**src/hw/rtl/ffrc_pkg.sv**
```systemverilog
package ffrc_pkg;

    // Lane geometry
    localparam int LANE_COUNT = 8;
    localparam int LANE_W     = 32;
    localparam int MODE_W     = 3;

    // Conversion modes; codes 5 to 7 fall through to raw copy
    typedef enum logic [MODE_W-1:0] {
        MODE_COPY      = 3'd0,
        MODE_F32_BF16  = 3'd1,
        MODE_F32_FP16  = 3'd2,
        MODE_BF16_FP16 = 3'd3,
        MODE_FP16_BF16 = 3'd4
    } t_mode;

    typedef logic [LANE_W-1:0] t_lane;

    // Exponent limits on an 8-bit biased source exponent (bias 127).
    // At or below 112 the fp16 exponent would be <= 0; above 143 it overflows.
    localparam logic [7:0] EXP_REBIAS  = 8'd112;
    localparam logic [7:0] EXP_SRC_MAX = 8'd143;

endpackage

```
**src/hw/rtl/float_format_row_converter.sv**
```systemverilog
// Eight-lane float format converter. A word is taken at every clock edge where
// start is high and busy is low; busy is low whenever reset is released, so one
// word can enter each cycle. The result passes through the input register and then
// the result register, and is shown for exactly one cycle with o_done high; the
// receiver cannot stall it and must capture it in that cycle. The lane conversion
// is a single pass of shallow mask, shift, add and compare logic between the two
// registers, so throughput is one word per cycle. The mode register is written
// through the cfg channel (always ready) and should only change while no word is
// in flight. 16-bit results sit in the low half of each lane with the upper half
// zero.
module float_format_row_converter (
    input  logic        i_clk,
    input  logic        i_rst_n,
    input  logic        start,
    output logic        busy,
    input  logic [31:0] i_lane0_in,
    input  logic [31:0] i_lane1_in,
    input  logic [31:0] i_lane2_in,
    input  logic [31:0] i_lane3_in,
    input  logic [31:0] i_lane4_in,
    input  logic [31:0] i_lane5_in,
    input  logic [31:0] i_lane6_in,
    input  logic [31:0] i_lane7_in,
    input  logic        i_row_end_in,
    output logic        o_done,
    output logic [31:0] o_lane0_out,
    output logic [31:0] o_lane1_out,
    output logic [31:0] o_lane2_out,
    output logic [31:0] o_lane3_out,
    output logic [31:0] o_lane4_out,
    output logic [31:0] o_lane5_out,
    output logic [31:0] o_lane6_out,
    output logic [31:0] o_lane7_out,
    output logic        o_row_end_out,
    input  logic        i_cfg_valid,
    output logic        o_cfg_ready,
    input  logic [2:0]  i_cfg_data
);

    logic                        accept;
    logic [ffrc_pkg::MODE_W-1:0] r_mode;
    logic                        r_in_vld;
    logic                        r_in_row_end;
    ffrc_pkg::t_lane             r_in_lane [ffrc_pkg::LANE_COUNT];
    ffrc_pkg::t_lane             n_res_lane [ffrc_pkg::LANE_COUNT];
    ffrc_pkg::t_lane             r_res_lane [ffrc_pkg::LANE_COUNT];
    ffrc_pkg::t_lane             in_lane [ffrc_pkg::LANE_COUNT];
    logic                        r_res_vld;
    logic                        r_res_row_end;

    // Handshake: always able to take a word out of reset
    assign busy        = !i_rst_n;
    assign accept      = start && !busy;
    assign o_cfg_ready = 1'b1;

    assign in_lane[0] = i_lane0_in;
    assign in_lane[1] = i_lane1_in;
    assign in_lane[2] = i_lane2_in;
    assign in_lane[3] = i_lane3_in;
    assign in_lane[4] = i_lane4_in;
    assign in_lane[5] = i_lane5_in;
    assign in_lane[6] = i_lane6_in;
    assign in_lane[7] = i_lane7_in;

    // Mode register
    always_ff @(posedge i_clk) begin
        if (!i_rst_n) begin
            r_mode <= ffrc_pkg::MODE_COPY;
        end else if (i_cfg_valid && o_cfg_ready) begin
            r_mode <= i_cfg_data;
        end
    end

    // Input register
    always_ff @(posedge i_clk) begin
        if (!i_rst_n) begin
            r_in_vld <= 1'b0;
        end else begin
            r_in_vld <= accept;
        end
    end

    always_ff @(posedge i_clk) begin
        if (accept) begin
            r_in_row_end <= i_row_end_in;
            for (int k = 0; k < ffrc_pkg::LANE_COUNT; k++) begin
                r_in_lane[k] <= in_lane[k];
            end
        end
    end

    // Per-lane conversion
    for (genvar g = 0; g < ffrc_pkg::LANE_COUNT; g++) begin : g_lane
        ffrc_lane_conv u_conv (
            .i_mode (r_mode),
            .i_lane (r_in_lane[g]),
            .o_lane (n_res_lane[g])
        );
    end

    // Result register, shown for one cycle
    always_ff @(posedge i_clk) begin
        if (!i_rst_n) begin
            r_res_vld <= 1'b0;
        end else begin
            r_res_vld <= r_in_vld;
        end
    end

    always_ff @(posedge i_clk) begin
        if (r_in_vld) begin
            r_res_row_end <= r_in_row_end;
            for (int k = 0; k < ffrc_pkg::LANE_COUNT; k++) begin
                r_res_lane[k] <= n_res_lane[k];
            end
        end
    end

    assign o_done        = r_res_vld;
    assign o_row_end_out = r_res_row_end;
    assign o_lane0_out   = r_res_lane[0];
    assign o_lane1_out   = r_res_lane[1];
    assign o_lane2_out   = r_res_lane[2];
    assign o_lane3_out   = r_res_lane[3];
    assign o_lane4_out   = r_res_lane[4];
    assign o_lane5_out   = r_res_lane[5];
    assign o_lane6_out   = r_res_lane[6];
    assign o_lane7_out   = r_res_lane[7];

    // Every strobe traces back to an accepted word, through the input and result registers
    a_done_from_accept: assert property (@(posedge i_clk) disable iff (!i_rst_n)
        o_done |-> $past(accept, 2))
        else $error("result strobe without an accepted word");

    // Row-end mark follows its word through the result stage
    a_row_end_follows: assert property (@(posedge i_clk) disable iff (!i_rst_n)
        r_in_vld |=> (o_row_end_out == $past(r_in_row_end)))
        else $error("row-end mark lost between stages");

    // Copy mode passes lane 0 unchanged
    a_copy_lane0: assert property (@(posedge i_clk) disable iff (!i_rst_n)
        (r_in_vld && r_mode == ffrc_pkg::MODE_COPY) |=>
        (o_lane0_out == $past(r_in_lane[0])))
        else $error("copy mode altered lane 0");

    // fp16 to bf16 keeps a zero exponent at zero
    a_bf16_zero_exp: assert property (@(posedge i_clk) disable iff (!i_rst_n)
        (r_in_vld && r_mode == ffrc_pkg::MODE_FP16_BF16 && r_in_lane[0][14:10] == 5'd0)
        |=> (o_lane0_out[14:7] == 8'd0))
        else $error("zero fp16 exponent was rebiased");

endmodule

```
**src/hw/rtl/ffrc_lane_conv.sv**
```systemverilog
// One lane of the format converter: mask, shift, add and compare logic only.
module ffrc_lane_conv (
    input  logic [ffrc_pkg::MODE_W-1:0] i_mode,
    input  ffrc_pkg::t_lane             i_lane,
    output ffrc_pkg::t_lane             o_lane
);

    // Pack sign, 8-bit biased exponent and 10-bit mantissa into fp16:
    // flush small exponents to signed zero, clamp large ones to sign | 0x7fff
    function automatic logic [15:0] to_fp16(input logic       sign,
                                            input logic [7:0] exp8,
                                            input logic [9:0] mant10);
        logic [7:0] exp_rb;
        exp_rb = exp8 - ffrc_pkg::EXP_REBIAS;
        if (exp8 <= ffrc_pkg::EXP_REBIAS) begin
            to_fp16 = {sign, 15'h0000};
        end else if (exp8 > ffrc_pkg::EXP_SRC_MAX) begin
            to_fp16 = {sign, 15'h7fff};
        end else begin
            to_fp16 = {sign, exp_rb[4:0], mant10};
        end
    endfunction

    logic [15:0] half;
    logic [7:0]  bf_exp;

    assign half = i_lane[15:0];

    // fp16 -> bf16 exponent: zero stays zero, anything else gains 112
    assign bf_exp = (half[14:10] == 5'd0) ? 8'd0
                                          : ({3'b000, half[14:10]} + ffrc_pkg::EXP_REBIAS);

    always_comb begin
        case (i_mode)
            ffrc_pkg::MODE_F32_BF16: begin
                o_lane = {16'h0000, i_lane[31:16]};
            end
            ffrc_pkg::MODE_F32_FP16: begin
                o_lane = {16'h0000, to_fp16(i_lane[31], i_lane[30:23], i_lane[22:13])};
            end
            ffrc_pkg::MODE_BF16_FP16: begin
                o_lane = {16'h0000, to_fp16(half[15], half[14:7], {half[6:0], 3'b000})};
            end
            ffrc_pkg::MODE_FP16_BF16: begin
                o_lane = {16'h0000, half[15], bf_exp, half[9:3]};
            end
            default: begin
                o_lane = i_lane;
            end
        endcase
    end

endmodule

```
**config.mk**
```make
export PLATFORM = sky130hd
export DESIGN_NAME = float_format_row_converter
export DESIGN_NICKNAME = d
export VERILOG_FILES = /design/src/hw/rtl/ffrc_pkg.sv /design/src/hw/rtl/float_format_row_converter.sv /design/src/hw/rtl/ffrc_lane_conv.sv
export SDC_FILE = /design/constraint.sdc
export NUM_CORES = 1
export LEC_CHECK = 0
export ABC_AREA = 1
export BUFFER_PORTS_ARGS = -buffer_cell sky130_fd_sc_hd__buf_2
export CORE_MARGIN = 3
export CORE_UTILIZATION = 30
export CTS_CLUSTER_DIAMETER = 120
export DETAILED_ROUTE_END_ITERATION = 12
export GPL_ROUTABILITY_DRIVEN = 0
export MAX_ROUTING_LAYER = met4
export PLACE_DENSITY_LB_ADDON = 0.12
export SETUP_SLACK_MARGIN = 0.02
export SYNTH_ARGS = -nofsm -noshare
export SYNTH_HDL_FRONTEND = slang
export SYNTH_SLANG_ARGS = --single-unit
```
**constraint.sdc**
```tcl
create_clock -name i_clk -period 7.5 [get_ports i_clk]
set_clock_uncertainty 0.1 [all_clocks]
set_input_delay 0.375 -clock i_clk [delete_from_list [all_inputs] [get_ports i_clk]]
set_output_delay 0.375 -clock i_clk [all_outputs]
set_load 0.02 [all_outputs]
```
# Word-level counts from Yosys, hierarchy flattened
# Memories as Yosys holds them, arrays and structs flattened.
# Index checks and enable logic that the tools add are counted.
[word_totals] n_memories=2 output_inout_bits=260 ff_bits=7 word_cells=129 mem_bits_rw=512 input_bits=264
[memory_table] name="r_in_lane" words=8 width=32 rd=8 rd_ports_with_merged_regs=0 wr=8 line="float_format_row_converter.sv:44" text="ffrc_pkg::t_lane r_in_lane [ffrc_pkg::LANE_COUNT];"
[memory_table] name="r_res_lane" words=8 width=32 rd=8 rd_ports_with_merged_regs=0 wr=8 line="float_format_row_converter.sv:46" text="ffrc_pkg::t_lane r_res_lane [ffrc_pkg::LANE_COUNT];"
[op_classes] order_cmp=32 reduce_logical=10 addsub=24 n_eq_ne=4 n_mux=52
[op_table] cell="32-bit case mux with 4 select lines" count=8
[op_table] cell="15-bit two-way mux" count=32
[op_table] cell="8-bit greater-than comparator, second input constant" count=16
[op_table] cell="8-bit by 7-bit <= comparator with 1-bit output, second input constant" count=16
[op_table] cell="5-bit subtractor, second input constant" count=16
[op_table] cell="5-bit by 7-bit adder with 8-bit output, second input constant" count=8
[op_table] cell="8-bit two-way mux" count=8
[op_table] cell="5-bit logical NOT" count=8
[op_table] cell="3-bit by 2-bit == test with 1-bit output, second input constant" count=2
[op_table] cell="1-bit two-way mux" count=4
[op_table] cell="3-bit by 1-bit == test with 1-bit output, second input constant" count=1
[op_table] cell="3-bit == test, second input constant" count=1
[op_table] cell="1-bit logical AND" count=1
[op_table] cell="1-bit logical NOT" count=1

# Logic depth before layout (Yosys ltp)
# Gate-level depths: netlist of the first run.
# An unclocked memory read counts as a cell.
[logic_depth] word_depth=5 depth_mapped=9 ltp_nobuf=7

# Cells and area by module
# A second synthesis of the first run with hierarchy kept.
[hier_totals] hier_cells=2358 area_unflattened_um2=24353.4
[modules_own_cells] module="float_format_row_converter" seq_area_each_um2=15534.9 area_per_inst_um2=15625.0 cells_per_inst=542 instances=1
[modules_own_cells] module="ffrc_lane_conv" seq_area_each_um2=0.0 area_per_inst_um2=1091.0 cells_per_inst=227 instances=8

# Worst setup path after synthesis of the first run
# No wires, ideal clock.
[synth_timing] path_kind="register to register" from="register r_in_vld" to="register r_res_row_end, in the netlist o_row_end_out (enable)" period_less_slack_ps=6667 slack_ps=833 required_ps=6756 setup_ps=644 path_stages_with_launch=1 n_path_buf=0 arrival_time_ps=5923 path_cell_list="dfxtp_1"
[synth_lines] item="start: declaration" line="float_format_row_converter.sv:42" text="logic r_in_vld;"
[synth_lines] item="start signal: assignment" line="float_format_row_converter.sv:79" text="r_in_vld <= accept;"
[synth_lines] item="end signal: assignment" line="float_format_row_converter.sv:112" text="r_res_row_end <= r_in_row_end;"
[synth_lines] item="end: declaration" line="float_format_row_converter.sv:49" text="logic r_res_row_end;"
# No word-level cell between the ends.

==> results of run 1 <==
## cells in the final DEF, fill, tap and decap left out, types with 2 or more instances in the layout
cell type and count:
dlygate4sd3_1 260, buf_4 12, bufinv_16 9, clkinvlp_4 7, clkinv_2 16, inv_2 2, diode_2 4, nor3_1 12
nand4_1 94, clkbuf_1 7, nor2_4 2, a21oi_1 17, inv_1 327, nand2_1 653, dfxtp_1 4, clkbuf_16 61
o21ai_0 19, nand3_1 228, and2_1 2, buf_12 2, clkinv_1 8, buf_2 522, edfxtp_1 514, nor2_1 302
## layout make-up
cell class                      count  area [µm²]
Multi-Input combinational cell   1337        5650
Tap cell                         1020        1280
Timing Repair Buffer              796        5350
Clock inverter                     39         432
Clock buffer                       69        1570
Sequential cell                   519       15500
Antenna cell                        4        10.0
Inverter                          334        1270
Fill cell                        7463       44100
## metrics by stage
| step | area (µm²) | utilization | worst slack, ns | hold WS, ns | std cells |
|---|---|---|---|---|---|
| floorplan | 23000 | - | 0.833 | 0.300 | 2298 |
| global placement | 26500 | 0.352 | 3.62 | 0.302 | 3746 |
| detailed placement | 26500 | 0.352 | 3.48 | 0.305 | 3746 |
| CTS | 31100 | 0.413 | 3.46 | 0.0611 | 4114 |
| global route | 31100 | 0.413 | 3.27 | 0.0841 | 4117 |
| finish | 31100 | 0.413 | 3.47 | 0.0859 | 4118 |
## repair_timing
action	CTS	global route
buffers inserted	0	0
endpoints found under the hold margin	261	0
hold buffers	260	0
## layer usage
metal,vias to the layer above,part of all wire
li1,9022,-
met1,9183,0.42
met2,666,0.49
met3,128,0.061
met4,0,0.028
met5,-,0
## synthesized netlist by cell type
master / n
nor3_1: 12
inv_1: 329
o211ai_1: 1
nand4_1: 94
nand3_1: 228
conb_1: 1
and2_1: 2
o21ai_0: 19
or2_2: 1
clkbuf_1: 51
edfxtp_1: 514
buf_6: 14
a22oi_1: 1
nor2_4: 1
nand2_2: 1
nor2_1: 303
a21oi_1: 17
nor2_2: 1
inv_2: 5
dfxtp_1: 5
buf_4: 16
nand2_1: 653
buf_2: 27
nand3_2: 2
## state kept, by name, indices dropped and copies added, names as in the netlist
signal and flops:
r_in_lane 256, r_res_lane 256, r_in_vld 1, r_in_row_end 1
o_done 1, r_mode 3, o_row_end_out 1
## power by group
part	leakage (nW)	internal [mW]	switching, mW
clock	0.967	1.79	1.21
sequential	4.89	3.46	0.119
combinational	7.56	0.359	0.694
total	13.4	5.61	2.03
## worst max-delay path, stage by stage, from the launching register on
cell and delay, ns:
dfxtp_1 0.57, inv_2 0.14, nand3_2 0.25, nand2_1 0.66
nor2_4 0.36, buf_4 0.46, buf_4 0.84, nand2_1 0.13
nand4_1 0.16
## logic make-up (layout without fill, tap and decap cells)
logic type	Yosys count	count (layout)	share of synthesized area
compound gates	38	38	0.00847
buf+inv	442	1238	0.0807
flops	519	519	0.674
other cells	1	5	0.000163
simple gates	1298	1298	0.236
## final timing paths
check | to | slack (ns) | cells past startpoint | start
max | r_res_lane[1][108] | 3.47 | 8 | r_mode[2]
min | r_mode[0] | 0.09 | 3 | i_cfg_data[0]
max reg2reg | r_res_lane[1][108] | 3.47 | 8 | r_mode[2]
min reg2reg | o_row_end_out | 0.32 | 0 | r_in_row_end
==> key figures, run 1 <==
Timing
  – Unrepaired setup endpoints after global routing: no
  – Max Clk Rate: 248 MHz
  – Hold Fails Final Rpt: 0
  – Fin crit share: 0.537
  – Worst slew pin tran: 1.18 ns
  – Setup-failing EPs final: 0
  – Slew Viols, Final: 0
  – Post-Route Setup TNS: 0 ns
  – Final Critical Period: 4.03 ns
  – Slew headroom: 0.211

Critical path
  – Crit path kind: reg -> reg
  – Crit path capture type: flop
  – Critical Path RT: 7.87 ns
  – Crit-path max FO: 83
  – Critical Path Source Type: flop
  – WP data arrival: 4.39 ns

Yosys
  – Synth cell types: 24
  – Share of the synthesized area in the top cell type: 0.670
  – Synthesized Nets: 2562
  – Avg Inst Size Synth: 10.0 µm²
  – Post-synthesis sequential area ratio: 0.674
  – Warnings from Yosys: 0
  – Syn Inst Count: 2298
  – Top cells by area, synth: edfxtp_1 (67%), nand2_1 (11%), inv_1 (5.4%)
  – Synth Cell Area: 23000 µm²
  – Synth Register Bits: 519
  – Top cell type by total area after synthesis: edfxtp_1

Floorplan
  – # IOs: 524
  – Core area: 75200 µm²
  – # rows: 100
  – DIE WIDTH: 283 µm
  – Area of the die: 80100 µm²
  – Die Height: 283 µm
  – Starting density of the core: 0.306

Routing
  – Antenna Nets Post-Route: 0
  – Initial DRT Pass Iterations: 5
  – Post-detailed-routing wire length: 83500 µm
  – Vias per cell: 4.61
  – Starting DRT DRC Count: 1487
  – Via count: 18999
  – WL/cell: 20.3 µm
  – DRC: 0

Power
  – LEAKAGE: 13.4 nW
  – PwrDens: 246 nW/µm²
  – Overall Power: 7.64 mW
  – Worst vdd ir: 0.144 mV

Status
  – Status: complete, no violations

Global routing
  – Initial antenna violation count: 4
  – GR Util met3: 0.0328
  – Met2 Usage GRT: 0.346
  – Total GRT Usage: 0.208
  – Most Crowded Layer GR: met2
  – Met1 usage: 0.264
  – Vias in the first global route: 19594
  – Maximum number of pins on one net before global-route repair: 139
  – First-pass GRT wire length: 124000 µm
  – Total grt overflow: 0

Clock network
  – CTS tree: done
  – CTS Sinks: 519
  – Post-CTS sizing: 0
  – Clock-pin transition on the worst setup and hold timing paths: 0.06 ns
  – Clock tree buffer depth: 3
  – Htree depth: 2
  – Clk_lat worst skew: 0.61 ns
  – TritonCTS buffer count: 59
  – CTS Root Cell: clkbuf_16

Cells and area
  – Area Growth Syn to Fin: 35.0%
  – Layout cells sized above 1: 0.208
  – Nets: 3311

Run
  – Max-cap violation count: 0

Placed design
  – Buffers added on ports: 522
  – Dpl hpwl: 56300 µm

Min path
  – Hold Path Class: in -> reg
Power figures use the tool's default switching activity.
==> inputs of run 2 (changes only) <==
==> constraint.sdc (replaced) <==
create_clock -name i_clk -period 4.2 [get_ports i_clk]
set_clock_uncertainty 0.1 [all_clocks]
set_input_delay 0.21 -clock i_clk [delete_from_list [all_inputs] [get_ports i_clk]]
set_output_delay 0.21 -clock i_clk [all_outputs]
set_load 0.02 [all_outputs]
==> run 2 against run 1 <==
  * Worst hold slack better by 0.12 ns
  * Cell area is 0.92% higher
  * Sequential power is 78% higher
  * Clock-buffer cell count is 2 higher
  * Maximum frequency is 34% higher
  * First-iteration DRC count is 13% lower
  * Flip-flop and latch count stayed put
  * Register-to-register slack worse by 2.3 ns
  * Combinational power is 81% higher
  * Power is 81% higher
  * Critical path type unchanged
==> key figures, run 2 (synthesis gave the netlist of run 1 again) <==
Status
  – Status: complete, no violations

Critical path
  – FF-to-FF path depth: 8
  – Critical Path Source Type: flop
  – Critical path's slowest cell: buf_4
  – Critical path cell sequence: inv_2 -> nand3_2 -> nand2_1 -> nor2_4 -> buf_4 -> buf_4 -> nand2_1 -> nand4_1
  – Crit path kind: reg -> reg
  – Crit-path max FO: 61
  – CP bufs+invs: 3
  – Crit path max-delay family: buffers and inverters
  – WP data arrival: 3.37 ns
  – Crit path depth: 8
  – CP peak stage delay: 0.77 ns
  – Reg2reg setup slack: 1.19 ns
  – Crit path capture type: flop
  – Critical Path RT: 4.56 ns

Floorplan
  – Area of the die: 80100 µm²
  – # IOs: 524
  – Starting density of the core: 0.306
  – Die Height: 283 µm
  – DIE WIDTH: 283 µm
  – # rows: 100
  – Core area: 75200 µm²

Clock network
  – CTS Root Cell: clkbuf_16
  – Post-CTS Setup Bufs: 0
  – Clock-pin transition on the worst setup and hold timing paths: 0.06 ns
  – Post-CTS sizing: 0
  – TritonCTS buffer count: 59
  – Clock tree buffer depth: 3
  – Htree depth: 2
  – CTS tree: done
  – Clk_lat worst skew: 0.61 ns
  – CTS Sinks: 519

Routing
  – Starting DRT DRC Count: 1288
  – WL/cell: 20.2 µm
  – Vias per cell: 4.58
  – Antenna Nets Post-Route: 0
  – Post-detailed-routing wire length: 83600 µm
  – DRC: 0
  – Via count: 18981
  – Initial DRT Pass Iterations: 5

Placed design
  – Buffers added on ports: 522
  – Dpl hpwl: 57400 µm
  – Placement Cell Area: 26600 µm²
  – Placed insts: 3757

Timing
  – Unrepaired setup endpoints after global routing: no
  – Final Critical Period: 3.01 ns
  – Fin crit share: 0.716
  – Max Clk Rate: 332 MHz
  – Slew Viols, Final: 0
  – Hold Fails Final Rpt: 0
  – Post-Route Setup TNS: 0 ns
  – Slew headroom: 0.303
  – Worst slew pin tran: 1.04 ns
  – Setup-failing EPs final: 0
  – WHS: 0.205 ns

Cells and area
  – Area Growth Syn to Fin: 36.2%
  – Layout cells sized above 1: 0.211
  – Commonest non-fill, non-tap cell in the layout: nand2_1
  – Most frequent cells in the layout: nand2_1 (651), buf_2 (522), edfxtp_1 (514)
  – Non-filler instance count after layout: 4141
  – Design area: 31400 µm²
  – Layout filler cell count: 7418
  – Nets: 3326
  – Largest regs: r_in_lane (256), r_res_lane (256), r_mode (3)

Min path
  – Hold depth: 2
  – Hold Path Class: in -> reg

Power
  – PwrDens: 441 nW/µm²
  – LEAKAGE: 13.5 nW
  – Sw frac: 0.263
  – Reg power frac: 0.461
  – Overall Power: 13.8 mW
  – Combinational Power Share: 0.137
  – Clock share of power: 0.401
  – Int Power: 10.2 mW
  – Worst vdd ir: 0.315 mV
  – Net Switching: 3.63 mW

Global routing
  – Maximum number of pins on one net before global-route repair: 100
  – Total grt overflow: 0
  – Total GRT Usage: 0.209
  – Initial antenna violation count: 11
  – Vias in the first global route: 19645
  – First-pass GRT wire length: 125000 µm

Run
  – Max-cap violation count: 0
-- run 2: area by class of cell --
type / instances / area (µm²) / share of cell area
antenna: 12 / 30.0 / 0.000957
clock buffer: 71 / 1560 / 0.0498
clock inverter: 37 / 495 / 0.0158
inverter: 334 / 1270 / 0.0404
multi-input combinational: 1337 / 5680 / 0.181
sequential: 519 / 15500 / 0.495
tap: 1020 / 1280 / 0.0407
timing repair buffer: 811 / 5530 / 0.176
-- run 2: worst reg2reg max path, delay by kind of cell (launching register included) --
| kind | cells | cell delay (ns) |
|---|---|---|
| simple gates | 5 | 0.63 |
| buf+inv | 3 | 1.61 |
| flops | 1 | 0.53 |
-- run 2: final timing paths --
path | startpoint | to
hold / removal | i_lane7_in[13] | r_in_lane[1][109]
hold reg to reg | r_in_row_end | o_row_end_out
setup / recovery | r_mode[2] | r_res_lane[1][8]
setup reg to reg | r_mode[2] | r_res_lane[1][8]
-- run 2: per-layer routing --
layer,GRT usage,vias up,share of wire
met5,-,-,0
met4,0.0507,0,0.022
met3,0.0423,113,0.064
met2,0.346,631,0.49
met1,0.264,9167,0.43
li1,-,9070,-
-- run 2: power by group through the flow --
| stage | logic, mW | registers [mW] | clock network, mW |
|---|---|---|---|
| floorplan | 0.829 | 6.68 | 0 |
| global placement | 1.70 | 6.49 | 0 |
| detailed placement | 1.71 | 6.49 | 0 |
| CTS | 1.93 | 6.39 | 5.71 |
| global route | 2.09 | 6.42 | 5.89 |
| finish | 1.90 | 6.38 | 5.55 |
-- run 2: timing repair --
item                       CTS  global route
hold endpoints to repair   262             0
setup endpoints to repair    0             0
hold buffers               264             0
-- run 2: per-stage QoR --
step | utilization | worst slack, ns
detailed placement | 0.354 | 1.21
global route | 0.417 | 0.933
global placement | 0.354 | 1.35
finish | 0.417 | 1.19
CTS | 0.417 | 1.20
floorplan | - | -0.385
==> inputs of run 3 (changes only) <==
==> constraint.sdc (replaced) <==
create_clock -name i_clk -period 3.07 [get_ports i_clk]
set_clock_uncertainty 0.1 [all_clocks]
set_input_delay 0.1535 -clock i_clk [delete_from_list [all_inputs] [get_ports i_clk]]
set_output_delay 0.1535 -clock i_clk [all_outputs]
set_load 0.02 [all_outputs]
==> run 3 against run 2 <==
  * Highest routed layer unchanged
  * Largest cell class unchanged
  * Utilization is 0.14 points higher
  * Combinational power is 39% higher
  * Global-route usage is 0.17 points higher
  * Sequential share of layout area is 0.16 points lower
==> key figures, run 3 (synthesis gave the netlist of run 1 again) <==
Power
  – Worst vdd ir: 0.389 mV
  – PwrDens: 593 nW/µm²
  – Combinational Power Share: 0.142
  – Sw frac: 0.269
  – LEAKAGE: 13.6 nW
  – Clock share of power: 0.391
  – Reg power frac: 0.467
  – Overall Power: 18.7 mW
  – Net Switching: 5.03 mW
  – Int Power: 13.6 mW

Global routing
  – Most Crowded Layer GR: met2
  – Total grt overflow: 0
  – Total GRT Usage: 0.211
  – Initial antenna violation count: 14
  – Met2 Usage GRT: 0.349
  – Met1 usage: 0.264
  – Maximum number of pins on one net before global-route repair: 120
  – GR Util met3: 0.0416
  – Vias in the first global route: 19522
  – First-pass GRT wire length: 125000 µm

Placed design
  – Dpl hpwl: 58100 µm
  – Placed insts: 3768
  – Buffers added on ports: 522

Cells and area
  – Non-filler instance count after layout: 4156
  – Most frequent cells in the layout: nand2_1 (651), buf_2 (522), edfxtp_1 (514)
  – Layout filler cell count: 7377
  – Nets: 3338
  – Largest regs: r_in_lane (256), r_res_lane (256), r_mode (3)
  – Area Growth Syn to Fin: 36.7%
  – Commonest non-fill, non-tap cell in the layout: nand2_1
  – Final Util: 0.419
  – Layout cells sized above 1: 0.214

Floorplan
  – Starting density of the core: 0.306
  – # rows: 100
  – DIE WIDTH: 283 µm
  – Core area: 75200 µm²
  – # IOs: 524
  – Die Height: 283 µm
  – Area of the die: 80100 µm²

Routing
  – DRC: 0
  – Antenna Nets Post-Route: 0
  – Starting DRT DRC Count: 1433
  – Vias per cell: 4.60
  – WL/cell: 20.2 µm
  – Initial DRT Pass Iterations: 7
  – Post-detailed-routing wire length: 84100 µm
  – Via count: 19119

Critical path
  – Critical Path Source Type: flop
  – Critical Path RT: 3.44 ns
  – Crit path kind: reg -> reg
  – WP data arrival: 2.71 ns
  – Crit path capture type: flop
  – Crit-path max FO: 119

Timing
  – Post-Route Setup TNS: 0 ns
  – Fin crit share: 0.763
  – Unrepaired setup endpoints after global routing: no
  – Hold Fails Final Rpt: 0
  – Setup-failing EPs final: 0
  – Slew Viols, Final: 0
  – Slew headroom: 0.207
  – Worst slew pin tran: 1.19 ns
  – WHS: 0.142 ns
  – Max Clk Rate: 427 MHz
  – Final Critical Period: 2.34 ns

Clock network
  – Clock tree buffer depth: 3
  – Htree depth: 2
  – CTS Sinks: 519
  – Clock-pin transition on the worst setup and hold timing paths: 0.06 ns
  – Post-CTS Setup Bufs: 0
  – Clk_lat worst skew: 0.62 ns
  – CTS tree: done
  – CTS Root Cell: clkbuf_16
  – TritonCTS buffer count: 60

Run
  – Max-cap violation count: 0

Min path
  – Hold Path Class: in -> reg

Status
  – Status: complete, no violations
-- run 3: worst paths after layout --
check | endpoint | startpoint | cells after the start | slack [ns]
setup / recovery | r_res_lane[1][1] | r_mode[1] | 7 | 0.73
hold reg to reg | o_row_end_out | r_in_row_end | 0 | 0.32
hold / removal | r_in_lane[0][49] | i_lane1_in[17] | 2 | 0.14
setup reg to reg | r_res_lane[1][1] | r_mode[1] | 7 | 0.73
-- run 3: final cells by class --
class                      instances  area (µm²)  share of cell area
clock inverter                    44         430              0.0137
antenna                           15        37.5             0.00119
multi-input combinational       1337        5680               0.180
sequential                       519       15500               0.494
inverter                         334        1270              0.0403
timing repair buffer             822        5710               0.181
tap                             1020        1280              0.0405
clock buffer                      65        1540              0.0490
-- run 3: per-stage QoR --
step                instance area (µm²)  setup slack [ns]
floorplan                         23100             -1.46
global placement                  26800             0.845
detailed placement                26800             0.820
CTS                               31400             0.786
global route                      31500             0.601
finish                            31500             0.727
-- run 3: metal layers --
layer | part of all wire | vias up
met4 | 0.026 | 0
li1 | - | 9107
met5 | 0 | -
met3 | 0.068 | 114
met2 | 0.49 | 683
met1 | 0.42 | 9215
-- run 3: critical path: stages (launching register included) --
cell and delay [ns]:
dfxtp_1 0.45, inv_1 0.13, nand3_4 0.27, nand2_2 0.12
nor2_4 0.18, buf_12 0.44, nand2_1 0.13, nand3_1 0.13
-- run 3: power groups by stage --
| stage | Combinational [mW] | Sequential (mW) | Clock [mW] |
|---|---|---|---|
| global placement | 2.37 | 8.87 | 0 |
| global route | 2.91 | 8.76 | 7.81 |
| floorplan | 1.13 | 9.13 | 0 |
| finish | 2.65 | 8.71 | 7.30 |
| detailed placement | 2.40 | 8.86 | 0 |
| CTS | 2.69 | 8.72 | 7.53 |
-- run 3: timing repair --
item | in CTS | in global routing
setup endpoints to repair | 0 | 0
hold buffers | 264 | 0
endpoints found under the hold margin | 262 | 0
resized for setup | 0 | 0
